==> config.mk <==
export PLATFORM = sky130hd
export DESIGN_NAME = ffha_table
export DESIGN_NICKNAME = d
export VERILOG_FILES = /design/src/sv/ffha_pkg.sv /design/src/sv/ffha_table.sv
export SDC_FILE = /design/constraint.sdc
export NUM_CORES = 2
export LEC_CHECK = 0
export BUFFER_PORTS_ARGS = -buffer_cell sky130_fd_sc_hd__buf_2
export CORE_AREA = 2 2 555 557
export DETAILED_ROUTE_END_ITERATION = 10
export DIE_AREA = 0 0 557 559
export GPL_ROUTABILITY_DRIVEN = 0
export PLACE_DENSITY = 0.77
export SETUP_SLACK_MARGIN = 0.05
export SYNTH_ARGS = -nofsm -noshare
export SYNTH_HDL_FRONTEND = slang
export SYNTH_MEMORY_MAX_BITS = 65536
export SYNTH_SLANG_ARGS = --single-unit
==> constraint.sdc <==
create_clock -name clk_i -period 7 [get_ports clk_i]
set_input_delay 0.35 -clock clk_i [delete_from_list [all_inputs] [get_ports clk_i]]
set_output_delay 0.35 -clock clk_i [all_outputs]
set_load 0.005 [all_outputs]
==> src/sv/ffha_pkg.sv <==
// ----------------------------------------------------------------------------
// ffha_pkg
// Shared types and constants for the first-fit heap allocator.
// ----------------------------------------------------------------------------
package ffha_pkg;

  localparam int unsigned MaxBlocksDef   = 64;
  localparam int unsigned HeaderBytesDef = 12;
  // Alignment is fixed; rounding is a mask
  localparam int unsigned AlignBytes     = 8;

  typedef enum logic [1:0] {
    OpAlloc  = 2'd0,
    OpFree   = 2'd1,
    OpResize = 2'd2,
    OpNone   = 2'd3
  } op_e;

  typedef enum logic [1:0] {
    StDone    = 2'd0,
    StNoFit   = 2'd1,
    StNothing = 2'd2,
    StUnknown = 2'd3
  } status_e;

  typedef enum logic {
    CfgHeapBase  = 1'b0,
    CfgHeapBytes = 1'b1
  } cfg_idx_e;

  typedef enum logic [3:0] {
    SIdle, SFindRd, SFindChk, SFitRd, SFitChk, SShRd, SShWr,
    SSplitWr, SGrabWr, SMrgRd, SMrgChk, SDone
  } fsm_e;

  typedef struct packed {
    logic [1:0]  opcode;
    logic [31:0] block_address;
    logic [31:0] request_bytes;
  } req_t;

  typedef struct packed {
    logic [1:0]  status;
    logic [31:0] result_address;
    logic [31:0] copy_source;
    logic [31:0] copy_bytes;
  } rsp_t;

  typedef struct packed {
    logic [31:0] offset;
    logic [31:0] size;
    logic        free;
  } entry_t;

endpackage

==> src/sv/ffha_table.sv <==
// ----------------------------------------------------------------------------
// ffha_table
// Block table memory: one write port, one read port, registered read data.
// ----------------------------------------------------------------------------
module ffha_table #(
  parameter int unsigned Depth = 64,
  parameter int unsigned IdxW  = 6
) (
  input  logic             clk_i,
  input  logic             we_i,
  input  logic [IdxW-1:0]  waddr_i,
  input  ffha_pkg::entry_t wdata_i,
  input  logic [IdxW-1:0]  raddr_i,
  output ffha_pkg::entry_t rdata_o
);
  import ffha_pkg::*;

  entry_t mem_q [Depth];

  // Write one entry
  always_ff @(posedge clk_i) begin
    if (we_i) begin
      mem_q[waddr_i] <= wdata_i;
    end
  end

  // Read one entry; the read data is registered
  always_ff @(posedge clk_i) begin
    rdata_o <= mem_q[raddr_i];
  end

endmodule

==> impl_results.md <==
- Most frequent cells after synthesis: edfxtp_1 (4160), mux4_2 (1040), a22oi_1 (260)
- Area leader, netlist: edfxtp_1
- Crit path largest cell delay: 0.78 ns
- Area after DPL: 165000 um^2
- Comb power frac: 4.6%
- Final worst-path cycle share: 43.1%
- I/O Buffers: 143
- Number of flops mapped to enable cells by yosys: 4160
- Slew Viols, Final: 0
- Most frequent cell after synthesis: edfxtp_1
- Placed insts: 10700
- Site Rows: 203
- Clock skew: 0.0597 ns
- Drt first pass iters: 8
- Post-CTS setup buffer count: 0
- Net Count, Synth: 6685
- Power Density: 295 nW/um^2
- Slew at the pin closest to its max-slew limit: 1.36 ns
- Most frequent CP cell: buf_4
- Worst setup path class: in -> reg
- Unrepaired setup endpoints after global routing: no
- Via count: 80300
- Post-DRT Antenna Nets: 0
- Vias in the first global route: 80900
- Post-DP HPWL: 228000 um
- Crit-path max FO: 79
- Worst Setup End Kind: flop
- Sw Pwr: 11.2 mW
- Hold Crit Start: wdata_i[61]
- Outcome: complete, no violations
- Mean post-synth cell area: 24.0 um^2
- RR Startpoint: mem_q[51][61]
- Post-synth ARST share: 0%
- Area growth syn-to-layout: 12.4%
- Clock sink total: 4225
- Ys Warns: 0
- CP top delay family: buffers and inverters
- Antenna violations before repair: 38
- Initial Utilization: 51.9%
- Largest net degree at the start of global routing: 121
- Final design utilization: 58.3%
- Post-synth top area share: 78.9%
- Total wire length: 463000 um
- IO Pins: 144
- Mapped Cells: 6606
- Seq/Total Area, Yosys: 79.7%
- Worst Path Required: 7.86 ns
- Maximum clock rate: 331 MHz
- # setup viols final: 0
- Int Power: 41.4 mW
- Sw frac: 21.3%
- Design area: 178000 um^2
- Vias per inst: 7.03
- Core Box Area: 305000 um^2
- Post-CTS Resized: 0
- Fin. Hold Viols: 0
- Layout cells sized above 1: 28.0%
- Reg clk slew, reported paths: 0.06 ns
- CTS Hold Bufs: 0
- Inserted Clock Buffers: 402
- Die W: 557 um
- Gr usage total: 29.7%
- Min Clock Period, post-route: 3.02 ns
- VDD IR-drop max: 230 uV
- DRC viols: 0
- Max-cap violations: 0
- Global-route wire length before repair: 641000 um
- Min-Delay Path Class: in -> reg
- TritonCTS clock tree: yes
- Sequential share of power: 53.6%
- Crit path buf inv count: 3
- Cell variety after synth: 27
- Die height: 559 um
- CTS root buf: clkbuf_16
- CP max-delay cell: or2_2
- Clock tree buffer depth: 4
- Mapped Area: 158000 um^2
- Fin nets: 7060
- Routed length per instance: 40.5 um
- Grt total ovfl: 0
- Leakage power: 55.1 nW
- Fin Setup TNS: 0 ns
- Die area: 311000 um^2
- Synth Flop Type: edfxtp_1
- CP startpoint: raddr_i[1]
- Relative slew slack: 9.04%
- Synth top area cells: edfxtp_1 (79%), mux4_2 (15%), a22oi_1 (1.2%), dfxtp_1 (0.82%), mux2i_1 (0.65%)
- H-tree Lvls: 5
- Critical Path Source Type: primary input
- Clock Latency Late Sink: 0.90 ns
- DR iter-0 viols: 15000
- Clock Power Share: 41.8%
- CP arrival: 3.88 ns
- Finished Layout Cells: 11400
- Cells along the critical path: buf_8 > buf_4 > buf_4 > or2_2 > o22ai_1 > nor2_1 > o211a_1
- Synth Register Bits: 4225
==> per-stage QoR <==
step                hold WS [ns]  worst slack [ns]  total power [mW]
floorplan                  0.449              1.14              29.9
global placement           0.778              3.22              31.0
detailed placement         0.779              3.18              31.1
CTS                       0.0746              4.15              52.6
global route               0.125              4.07              53.5
finish                     0.111              3.98              52.6
==> worst reg2reg max path: stages (launching register included) <==
cell and delay, ns:
edfxtp_1 0.38, mux4_2 0.29, mux2i_1 0.08, o22ai_1 1.04, o211a_1 0.32
==> state kept, by name, summed over array words and instances (netlist names) <==
name     count
rdata_o     65
mem_q     4160
==> power groups by stage <==
stage | registers (mW) | logic (mW) | clock network, mW
after floorplan | 28.6 | 1.29 | 0
after global placement | 28.7 | 2.29 | 0
after detailed placement | 28.7 | 2.35 | 0
after CTS | 28.2 | 2.39 | 22.0
after global routing | 28.2 | 2.51 | 22.8
final | 28.2 | 2.42 | 21.9
==> final cells by class <==
cell class,count,area (um^2)
tap,4100,5130
antenna,16,40.0
clock buffer,529,10900
clock inverter,203,2230
multi-input combinational,2004,30800
fill,20200,127000
timing repair buffer,348,2710
sequential,4225,126000
==> logic make-up after synthesis <==
family / after synthesis / synth area share [%]
buf+inv: 377 / 1.20
compound gates: 566 / 2.72
flops: 4225 / 79.7
simple gates: 295 / 0.911
mux: 1143 / 15.4
==> path summary, 6_finish.rpt <==
path	to	slack (ns)	depth (start not counted)
worst max-delay path	rdata_o[20]	3.98	7
worst min-delay path	mem_q[11][61]	0.11	2
worst max register to register	rdata_o[61]	4.86	4
worst min register to register	rdata_o[64]	0.82	4
==> layer usage <==
layer,wire length [um],vias to the layer above,GRT usage (%),share of wire (%)
met5,134,-,0,0.029
met1,148000,41800,38.8,32
li1,-,29400,-,-
met4,29100,18,15.5,6.3
met2,216000,7553,45.6,47
met3,70200,1491,8.49,15
==> cell usage in the layout (no fill, tap or decap), types with 16 or more instances in the layout <==
master / netlist / routed
buf_12: 0 / 33
diode_2: 0 / 16
a211oi_1: 65 / 65
clkinv_2: 0 / 65
a22oi_1: 260 / 260
dfxtp_1: 65 / 65
nand3_1: 115 / 114
o211a_1: 65 / 65
mux4_2: 1040 / 1040
nor2_4: 0 / 64
buf_4: 37 / 173
bufinv_16: 0 / 42
o221ai_1: 46 / 46
o22ai_1: 130 / 130
nor2_1: 112 / 48
clkbuf_1: 120 / 99
nand3b_1: 25 / 25
buf_2: 186 / 139
clkinv_1: 0 / 62
mux2i_1: 103 / 103
clkbuf_8: 0 / 23
edfxtp_1: 4160 / 4160
clkbuf_16: 0 / 407
Power figures use the tool's default switching activity.
